**src/ndd_pkg.sv**
```systemverilog
// ---------------------------------------------------------------------------
// ndd_pkg
// Shared types and constants for the nearby duplicate detector.
// ---------------------------------------------------------------------------
package ndd_pkg;

    localparam int WINDOW_MAX_DEF = 16;
    localparam int VALUE_W        = 32;
    localparam int WINDOW_K_W     = 5;

    typedef struct packed {
        logic signed [VALUE_W-1:0] value;
        logic                      last;
    } in_beat_t;

    typedef struct packed {
        logic match_now;
        logic found_so_far;
        logic end_of_sequence;
    } out_beat_t;

    typedef struct packed {
        logic shift;
        logic clear;
    } cell_ctrl_t;

endpackage

```
**src/ndd_cell.sv**
```systemverilog
// ---------------------------------------------------------------------------
// ndd_cell
// One history cell: holds an earlier element, compares it with the incoming
// element and passes its contents on to the next older cell.
// ---------------------------------------------------------------------------
module ndd_cell
(
    input  logic                                  clk,
    input  logic                                  rst_n,
    input  ndd_pkg::cell_ctrl_t                   ctrl,
    input  logic signed [ndd_pkg::VALUE_W-1:0]    prev_value,
    input  logic                                  prev_valid,
    input  logic signed [ndd_pkg::VALUE_W-1:0]    probe_value,
    input  logic                                  in_window,
    output logic signed [ndd_pkg::VALUE_W-1:0]    value,
    output logic                                  valid,
    output logic                                  hit
);

    logic signed [ndd_pkg::VALUE_W-1:0] value_reg;
    logic signed [ndd_pkg::VALUE_W-1:0] value_next;
    logic                               valid_reg;
    logic                               valid_next;

    always_comb
    begin
        value_next = value_reg;
        valid_next = valid_reg;
        if (ctrl.clear)
        begin
            valid_next = 1'b0;
        end
        else if (ctrl.shift)
        begin
            value_next = prev_value;
            valid_next = prev_valid;
        end
    end

    always_ff @(posedge clk)
    begin
        value_reg <= value_next;
    end

    always_ff @(posedge clk or negedge rst_n)
    begin
        if (!rst_n)
        begin
            valid_reg <= 1'b0;
        end
        else
        begin
            valid_reg <= valid_next;
        end
    end

    assign value = value_reg;
    assign valid = valid_reg;
    assign hit   = in_window && valid_reg && (value_reg == probe_value);

endmodule

```
**src/nearby_duplicate_detector.sv**
```systemverilog
// ---------------------------------------------------------------------------
// nearby_duplicate_detector
// Sliding-window duplicate detection over a stream of signed elements.
// ---------------------------------------------------------------------------
// Usage:
//   in channel  : one element per beat (value, last); last marks the final
//                 element of a sequence.
//   out channel : one result beat per input beat (match_now, found_so_far,
//                 end_of_sequence), in order.
//   cfg port    : cfg_we / cfg_data write window_k; write only while idle.
//   Each element is compared against the newest window_k elements of its
//   sequence, at most WINDOW_MAX, at once, one compare per history cell.
//   The result beat is registered and appears in the cycle after acceptance.
//   Throughput: 1 beat per cycle while out_ready holds; history shifts
//   once per non-last beat. On a stall the output register holds its beat
//   and in_ready drops until it is taken; otherwise in_ready stays high.
//   Reset: history empty, sticky flag clear, window_k zero, no beat held.
//   After a beat with last set, history and sticky flag clear for the next
//   sequence.
// ---------------------------------------------------------------------------
module nearby_duplicate_detector
#(
    parameter int WINDOW_MAX = ndd_pkg::WINDOW_MAX_DEF
)
(
    input  logic                                clk,
    input  logic                                rst_n,
    input  logic                                in_valid,
    output logic                                in_ready,
    input  ndd_pkg::in_beat_t                   in_data,
    output logic                                out_valid,
    input  logic                                out_ready,
    output ndd_pkg::out_beat_t                  out_data,
    input  logic                                cfg_we,
    input  logic [ndd_pkg::WINDOW_K_W-1:0]      cfg_data
);

    logic [ndd_pkg::WINDOW_K_W-1:0]       window_k_reg;
    logic                                 found_reg;
    logic                                 found_next;
    logic                                 out_valid_reg;
    logic                                 out_valid_next;
    ndd_pkg::out_beat_t                   out_data_reg;
    ndd_pkg::out_beat_t                   out_data_next;
    logic                                 accept;
    logic                                 match;
    ndd_pkg::cell_ctrl_t                  ctrl;

    logic signed [ndd_pkg::VALUE_W-1:0]   cell_value [WINDOW_MAX+1];
    logic                                 cell_valid [WINDOW_MAX+1];
    logic [WINDOW_MAX-1:0]                cell_hit;

    assign in_ready   = !out_valid_reg || out_ready;
    assign accept     = in_valid && in_ready;
    assign ctrl.shift = accept && !in_data.last;
    assign ctrl.clear = accept && in_data.last;

    // newest element enters at the head of the chain
    assign cell_value[0] = in_data.value;
    assign cell_valid[0] = 1'b1;

    for (genvar i = 0; i < WINDOW_MAX; i++)
    begin : g_cell
        ndd_cell u_cell
        (
            .clk         (clk),
            .rst_n       (rst_n),
            .ctrl        (ctrl),
            .prev_value  (cell_value[i]),
            .prev_valid  (cell_valid[i]),
            .probe_value (in_data.value),
            .in_window   (32'(i) < 32'(window_k_reg)),
            .value       (cell_value[i+1]),
            .valid       (cell_valid[i+1]),
            .hit         (cell_hit[i])
        );
    end

    assign match = |cell_hit;

    always_comb
    begin
        found_next     = found_reg;
        out_valid_next = out_valid_reg;
        out_data_next  = out_data_reg;
        if (out_ready)
        begin
            out_valid_next = 1'b0;
        end
        if (accept)
        begin
            out_valid_next                = 1'b1;
            out_data_next.match_now       = match;
            out_data_next.found_so_far    = found_reg || match;
            out_data_next.end_of_sequence = in_data.last;
            found_next                    = in_data.last ? 1'b0 : (found_reg || match);
        end
    end

    always_ff @(posedge clk)
    begin
        out_data_reg <= out_data_next;
    end

    always_ff @(posedge clk or negedge rst_n)
    begin
        if (!rst_n)
        begin
            window_k_reg  <= '0;
            found_reg     <= 1'b0;
            out_valid_reg <= 1'b0;
        end
        else
        begin
            if (cfg_we)
            begin
                window_k_reg <= cfg_data;
            end
            found_reg     <= found_next;
            out_valid_reg <= out_valid_next;
        end
    end

    assign out_valid = out_valid_reg;
    assign out_data  = out_data_reg;

endmodule

```
**config.mk**
```make
export PLATFORM = sky130hd
export DESIGN_NAME = nearby_duplicate_detector
export DESIGN_NICKNAME = d
export VERILOG_FILES = /design/src/ndd_pkg.sv /design/src/ndd_cell.sv /design/src/nearby_duplicate_detector.sv
export SDC_FILE = /design/constraint.sdc
export NUM_CORES = 1
export LEC_CHECK = 0
export ABC_AREA = 1
export BUFFER_PORTS_ARGS = -buffer_cell sky130_fd_sc_hd__clkbuf_2
export CAP_MARGIN = 20
export CORE_ASPECT_RATIO = 2
export CORE_MARGIN = 1.5
export CORE_UTILIZATION = 30
export DETAILED_ROUTE_END_ITERATION = 12
export SLEW_MARGIN = 25
export SYNTH_ARGS = -nofsm -noshare
export SYNTH_HDL_FRONTEND = slang
export SYNTH_HIERARCHICAL = 1
export SYNTH_SLANG_ARGS = --single-unit
export TNS_END_PERCENT = 5
```
**constraint.sdc**
```tcl
create_clock -name clk -period 3.3 [get_ports clk]
set_clock_uncertainty 0.05 [all_clocks]
set_input_delay 0.33 -clock clk [delete_from_list [all_inputs] [get_ports clk]]
set_output_delay 0.33 -clock clk [all_outputs]
set_load 0.01 [all_outputs]
```
==> results of run 1 <==
-- timing repair --
| item | 4_1_cts | 5_1_grt |
|---|---|---|
| hold buffers | 9 | 0 |
| hold endpoints to repair | 30 | 0 |
| gates resized for setup | 0 | 0 |
| setup endpoints to repair | 0 | 0 |
-- critical path: cells and delay by family, from the launching register on --
kind	cells	cell delay [ns]
AOI/OAI and AO/OA	1	0.05
DFF	1	0.44
and+or+nand+nor	11	1.59
-- cell type report --
cell class,count,area share
clock buffer,72,0.0466
multi-input combinational,1734,0.265
clock inverter,21,0.00626
inverter,653,0.0818
timing repair buffer,76,0.0163
sequential,538,0.535
tap,1162,0.0485
-- cell usage after synthesis, drive strengths merged --
library cell  count
nor2            319
buf               1
o211ai           17
xor2             48
xnor2            64
edfxtp          515
a31oi             1
nand3            49
nand2          1013
or2              48
a21oi            33
conb              1
dfrtp            23
o21ai           124
o31ai             1
inv             653
nor3             16
-- worst max path at each step --
| stage | slack (ns) | from | end |
|---|---|---|---|
| after floorplan | -0.32 | out_valid | g_cell[10].u_cell/value[0] |
| after global placement | 0.57 | in_data[7] | out_data[1] |
| after detailed placement | 0.56 | in_data[7] | out_data[1] |
| after CTS | 0.78 | window_k_reg[1] | found_reg |
| after global routing | 0.71 | window_k_reg[1] | found_reg |
| final | 0.90 | window_k_reg[4] | out_data[1] |
-- stage by stage --
step,utilization,area (um2),hold WS [ns],setup TNS (ns),std cells
detailed placement,0.326,28300,0.345,0,4154
CTS,0.345,30000,0.00245,0,4256
global route,0.345,30000,0.0453,0,4256
floorplan,-,26300,-0.0156,-153.72,2926
global placement,0.326,28300,0.332,0,4154
finish,0.345,30000,0.0346,0,4256
-- cell families (layout without fill, tap and decap cells) --
logic type / count (synthesis) / count (layout)
buffers and inverters: 654 / 822
xor gates and xnor gates: 112 / 112
other: 1 / 1
DFF: 538 / 538
AOI/OAI and AO/OA: 176 / 176
and+or+nand+nor: 1445 / 1445
-- power by group through the flow --
| stage | Sequential (uW) | Clock (uW) | Combinational, uW |
|---|---|---|---|
| 6_report | 7920 | 5760 | 1280 |
| 5_1_grt | 7950 | 6160 | 1460 |
| 4_1_cts | 7920 | 5940 | 1310 |
| 3_5_place_dp | 8070 | 0 | 1290 |
| 3_3_place_gp | 8050 | 0 | 1280 |
| 2_1_floorplan | 8040 | 0 | 768 |
-- routing by layer --
metal  routed length (um)  part of all wire  global-route usage
met3                 1370             0.023              0.0147
met2                35400              0.59               0.286
met5                    0                 0                   0
met1                18800              0.31               0.116
met4                 4390             0.073              0.0920
-- placed cells by master (no fill, tap or decap), types with 2 or more instances in the layout --
| master | Yosys | routed |
|---|---|---|
| nand2_1 | 1009 | 1009 |
| inv_1 | 635 | 635 |
| edfxtp_1 | 515 | 515 |
| nor2_1 | 315 | 297 |
| o21ai_0 | 74 | 74 |
| xnor2_1 | 64 | 64 |
| clkbuf_16 | 0 | 52 |
| o21ai_1 | 49 | 49 |
| xor2_1 | 48 | 48 |
| clkbuf_2 | 0 | 47 |
| a21oi_1 | 33 | 33 |
| or2_2 | 32 | 32 |
| nand3_1 | 32 | 32 |
| dfrtp_1 | 23 | 23 |
| buf_4 | 0 | 19 |
| inv_2 | 18 | 18 |
| clkbuf_1 | 0 | 18 |
| nand3_2 | 17 | 17 |
| o211ai_1 | 17 | 17 |
| or2_0 | 16 | 16 |
| nor3_4 | 16 | 16 |
| nor2_4 | 2 | 15 |
| clkinv_1 | 0 | 9 |
| dlygate4sd3_1 | 0 | 9 |
| nor2_2 | 2 | 7 |
| clkinv_2 | 0 | 6 |
| nand2_2 | 4 | 4 |
| bufinv_16 | 0 | 3 |
| clkbuf_8 | 0 | 2 |
==> impl_metrics.env, run 1 <==
export IMPL_status="finished clean"
export IMPL_rsz0062_at_grt="false"
export IMPL_crit_fanout=6
export IMPL_gp_congestion=0.809
export IMPL_startpoint_type="flop"
export IMPL_worstHoldStart="cfg_we"
export IMPL_relSlewSlack=0.461
export IMPL_synth_area_leaders="edfxtp_1 (59%), nand2_1 (14%), inv_1 (9.0%), nor2_1 (4.5%), dfrtp_1 (2.2%)"
export IMPL_ys_ff_latch=538
export IMPL_rr_worst_depth=12
export IMPL_htreeDepth=2
export IMPL_synth_top_family_by_area="simple AND/OR/NAND/NOR gates"
export IMPL_firstDrtPassIters=5
export IMPL_clkPwrFrac=0.385
export IMPL_clock_sinks=538
export IMPL_cp_data_required_time_ns=3.58
export IMPL_arrival_ns=2.68
export IMPL_synth_top_cell_by_area="edfxtp_1"
export IMPL_synthMuxAreaShare=0
export IMPL_antenna_cells=0
export IMPL_area_growth_pct=13.8
export IMPL_ios=48
export IMPL_r2r_slack_ns=0.90
export IMPL_p_sw_frac=0.242
export IMPL_cts_tree="yes"
export IMPL_clk_latency_ns=0.60
export IMPL_port_buffers=47
export IMPL_synth_xor_area_frac=0.0372
export IMPL_seq_area_frac_synth=0.609
export IMPL_seq_area_um2=16000
export IMPL_crit_slowest_cell="dfrtp_1"
export IMPL_synth_fa_ha_area_frac=0
export IMPL_setup_viol=0
export IMPL_die_y_um=422
export IMPL_fin_crit_sh=0.728
export IMPL_vdd_ir_drop_max_mv=0.370
export IMPL_vias_per_cell=4.15
export IMPL_dp_hpwl_mm=46.7
export IMPL_total_power_uw=15000
export IMPL_synth_compound_area_share=0.0355
export IMPL_grt_pass1_vias=17900
export IMPL_nFillCells=8901
export IMPL_post_route_drc_count=0
export IMPL_core_area_um2=86900
export IMPL_antenna_found_initial=0
export IMPL_internal_power_uw=11300
export IMPL_max_stage_delay_ns=0.44
export IMPL_combPwrFrac=0.085
export IMPL_min_path_type="in2reg"
export IMPL_synth_top_area_share=0.587
export IMPL_setup_ws_ns=0.896
export IMPL_holdPathEnd="window_k_reg[4]"
export IMPL_rows=153
export IMPL_drv_cap=0
export IMPL_die_w_um=213
export IMPL_via_count=17600
export IMPL_tightest_slew_ns=0.808
export IMPL_whs_path_depth=3
export IMPL_reg2reg_to="out_data[1]"
export IMPL_syn_cell_area_um2=26300
export IMPL_multi_input_area_um2=7950
export IMPL_setup_worst_path_class="reg2reg"
export IMPL_crit_reg2reg_launch="window_k_reg[4]"
export IMPL_synth_simple_gate_area_frac=0.225
export IMPL_fin_nets=3097
export IMPL_grt_use_total=0.137
export IMPL_syn_inst=2926
export IMPL_seqPwrFrac=0.529
export IMPL_power_density_nw_per_um2=499
export IMPL_numCtsBuffers=51
export IMPL_maxSlewViolCount=0
export IMPL_syn_num_nets=2969
export IMPL_grt_max_degree=34
export IMPL_grt_pass1_wl_mm=93.4
export IMPL_fmax_mhz=416
export IMPL_clk_pin_slew_ns=0.06
export IMPL_clock_path_buffers=3
export IMPL_p_switching_uw=3610
export IMPL_avgSynthCellArea_um2=9.00
export IMPL_drtIter0Drc=923
export IMPL_wire_per_inst_um=14.1
export IMPL_routed_wl_mm=60.0
export IMPL_place_ws_ns=0.556
export IMPL_dieArea_um2=89700
export IMPL_grt_overflow=0
export IMPL_crit_chain="nor2_4 -> nand2_1 -> nand2_1 -> a21oi_1 -> nand3_2 -> nor2_1 -> nand3_1 -> nor2_1 -> nor2_1 -> nand2_1 -> nor2_2 -> nand3_2"
export IMPL_hold_violations=0
export IMPL_end_kind="flop"
export IMPL_drive_gt1_frac=0.0789
export IMPL_finalCriticalPeriod_ns=2.40
export IMPL_p_leak_uw=0.0135
export IMPL_ys_warn_count=6
export IMPL_root_buffer="clkbuf_16"
export IMPL_synth_cell_types=25
export IMPL_start_util=0.303
export IMPL_ant_nets=0
export IMPL_post_cts_buffers=0
export IMPL_largest_reg_flops=512
No activity file was read; power rests on OpenSTA's default activity.
==> inputs of run 2 (changes only) <==
--- a/config.mk
+++ b/config.mk
@@ -5,7 +5,7 @@
 export SDC_FILE = /design/constraint.sdc
 export NUM_CORES = 1
 export LEC_CHECK = 0
-export ABC_AREA = 1
+export ABC_AREA = 0
 export BUFFER_PORTS_ARGS = -buffer_cell sky130_fd_sc_hd__clkbuf_2
 export CAP_MARGIN = 20
 export CORE_ASPECT_RATIO = 2
==> constraint.sdc (replaced) <==
create_clock -name clk -period 1.95 [get_ports clk]
set_clock_uncertainty 0.05 [all_clocks]
set_input_delay 0.195 -clock clk [delete_from_list [all_inputs] [get_ports clk]]
set_output_delay 0.195 -clock clk [all_outputs]
set_load 0.01 [all_outputs]
==> run 2 against run 1 <==
The run now ends with negative setup slack left. First-iteration DRC count is 42% lower. Critical path depth is 1 lower. Critical path type unchanged. Highest routed layer unchanged. Largest cell class unchanged. Non-clock buffer count up 163. Design area is 7.7% lower.
==> impl_metrics.env, run 2 <==
export IMPL_grt_max_degree=33
export IMPL_end_kind="flop"
export IMPL_grt_overflow=0
export IMPL_hold_violations=0
export IMPL_crit_start="window_k_reg[3]"
export IMPL_fin_crit_sh=1.23
export IMPL_synth_compound_area_share=0.00296
export IMPL_worstHoldStart="in_data[21]"
export IMPL_vias_per_cell=4.49
export IMPL_avgSynthCellArea_um2=16.7
export IMPL_drtIter0Drc=536
export IMPL_rows=141
export IMPL_cp_data_required_time_ns=2.22
export IMPL_syn_num_nets=1380
export IMPL_status="complete, but fails checks"
export IMPL_clk_latency_ns=0.58
export IMPL_seq_area_frac_synth=0.717
export IMPL_ant_nets=0
export IMPL_gp_congestion=0.797
export IMPL_whs_path_depth=2
export IMPL_min_path_type="in2reg"
export IMPL_synth_top_family_by_area="XOR/XNOR gates"
export IMPL_crit_fanout=4
export IMPL_synth_top_area_share=0.691
export IMPL_synthMuxAreaShare=0.00968
export IMPL_crit_reg2reg_launch="window_k_reg[3]"
export IMPL_synth_xor_area_frac=0.200
export IMPL_synth_cell_types=28
export IMPL_wire_per_inst_um=17.5
export IMPL_maxSlewViolCount=0
export IMPL_rsz0062_at_grt="true"
export IMPL_yosysMostFrequentCell="edfxtp_1"
export IMPL_antenna_cells=0
export IMPL_synth_area_leaders="edfxtp_1 (69%), xnor2_1 (10%), xor2_1 (10%), dfrtp_1 (2.6%), nor4_1 (1.9%)"
export IMPL_synth_ff_type="edfxtp_1"
export IMPL_arrival_ns=2.67
export IMPL_die_y_um=389
export IMPL_clock_path_buffers=3
export IMPL_nFillCells=6834
export IMPL_core_area_um2=73900
export IMPL_synth_top_cell_by_area="edfxtp_1"
export IMPL_drive_gt1_frac=0.203
export IMPL_grt_pass1_wl_mm=70.5
export IMPL_setup_viol=3
export IMPL_finalNonFillerCells=2586
export IMPL_clock_sinks=538
export IMPL_post_route_drc_count=0
export IMPL_htreeDepth=2
export IMPL_finalCriticalPeriod_ns=2.41
export IMPL_p_leak_uw=0.00918
export IMPL_fin_nets=1664
export IMPL_relSlewSlack=0.510
export IMPL_die_w_um=196
export IMPL_layout_common_cells="edfxtp_1 (515), xnor2_1 (256), xor2_1 (256)"
export IMPL_total_power_uw=24100
export IMPL_port_buffers=47
export IMPL_routed_wl_mm=45.3
export IMPL_dp_hpwl_mm=33.4
export IMPL_syn_inst=1337
export IMPL_rr_worst_depth=11
export IMPL_start_util=0.303
export IMPL_via_count=11600
export IMPL_numCtsBuffers=45
export IMPL_vdd_ir_drop_max_mv=0.531
export IMPL_cts_tree="yes"
export IMPL_clk_pin_slew_ns=0.07
export IMPL_dieArea_um2=76300
export IMPL_firstDrtPassIters=4
export IMPL_final_common_cell="edfxtp_1"
export IMPL_setup_worst_path_class="reg2reg"
export IMPL_power_density_nw_per_um2=871
export IMPL_violations="negative setup slack"
export IMPL_startpoint_type="flop"
export IMPL_fmax_mhz=415
export IMPL_synth_simple_gate_area_frac=0.0686
export IMPL_ys_top_cells_by_count="edfxtp_1 (515), xnor2_1 (256), xor2_1 (256), nor4_1 (67), nand4_1 (65)"
export IMPL_async_flop_share=0.0428
export IMPL_antenna_found_initial=0
export IMPL_largest_reg_flops=512
export IMPL_area_growth_pct=23.6
export IMPL_dpl_cell_count=2450
export IMPL_grt_use_total=0.120
export IMPL_synth_fa_ha_area_frac=0
export IMPL_grt_pass1_vias=12800
export IMPL_synth_edf_count=515
export IMPL_ys_ff_latch=538
export IMPL_ios=48
export IMPL_syn_cell_area_um2=22400
export IMPL_root_buffer="clkbuf_16"
export IMPL_setup_ws_ns=-0.457
export IMPL_ys_warn_count=6
export IMPL_tightest_slew_ns=0.735
export IMPL_drv_cap=0
==> run 2: cell count changes in the layout (fill, tap and decap cells not counted), moves of 49 or more <==
| cell | previous run | this run |
|---|---|---|
| buf_12 | 1 | 50 |
| buf_4 | 19 | 97 |
| inv_1 | 635 | 3 |
| nand2_1 | 1009 | 7 |
| nand4_1 | 0 | 65 |
| nor2_1 | 297 | 16 |
| nor4_1 | 0 | 58 |
| o21ai_0 | 74 | 4 |
| o21ai_1 | 49 | 0 |
| xnor2_1 | 64 | 256 |
| xor2_1 | 48 | 256 |
==> run 2: cells by family (layout without fill, tap and decap cells) <==
family,count (synthesis),in the layout
DFF,538,538
xor gates and xnor gates,512,512
and+or+nand+nor,249,249
muxes,21,21
AOI/OAI and AO/OA,10,10
buffers and inverters,6,326
other,1,1
==> run 2: power by group <==
group	switching, uW	leakage (uW)	internal (uW)
Clock	4090	0.000684	4680
Sequential	242	0.00504	13100
Combinational	1040	0.00346	962
Total	5370	0.00918	18700
==> run 2: final timing paths <==
check                                              end  slack [ns]
min in group asynchronous       g_cell[1].u_cell/valid        0.18
min                         g_cell[0].u_cell/value[20]        0.03
max in group asynchronous              window_k_reg[1]        1.16
max reg2reg                                out_data[1]       -0.46
min reg2reg                g_cell[10].u_cell/value[14]        0.41
max                                        out_data[1]       -0.46
==> run 2: cell type report <==
type	instances	area (um2)	area share
clock buffers	55	1210	0.0436
clock inverters	28	184	0.00665
inverters	4	15.0	0.000543
multi-input cells	793	6620	0.240
flip-flops and latches	538	16000	0.580
well taps	929	1160	0.0420
repair buffers	239	2420	0.0875
==> run 2: what timing repair did <==
action	CTS	global route
setup endpoints to repair	3	3
pin swaps	9	7
hold buffers	42	0
resized for setup	30	13
buffers inserted	4	7
gates cloned	0	0
endpoints found under the hold margin	62	0
==> run 2: per-layer routing <==
metal  up-vias  routed length, um  GRT usage
met5         -                  0          0
met4         0               1390     0.0469
met3        66                966     0.0126
met2       147              28000      0.258
met1      5871              14900      0.110
li1       5525                  -          -
==> run 2: critical path, cell delays in order (launching register included) <==
cell     delay [ns]
dfrtp_2        0.44
buf_6          0.14
nor2_4         0.12
buf_6          0.11
nand2_1        0.06
nand3_2        0.08
or4_4          0.17
nor3_4         0.05
nor4_4         0.38
nand4_1        0.17
buf_6          0.18
or2_1          0.20
==> run 2: per-stage QoR <==
stage	setup slack [ns]	util	area (um2)	TNS, ns	hold slack (ns)
2_1_floorplan	-0.820	-	22500	-280.35	-0.151
6_report	-0.457	0.374	27700	-1.11	0.0295
3_3_place_gp	-1.36	0.346	25600	-3.76	0.226
5_1_grt	-0.527	0.374	27700	-1.31	0.0366
3_5_place_dp	-1.47	0.346	25600	-4.08	0.231
4_1_cts	-0.444	0.373	27500	-1.03	0.00667
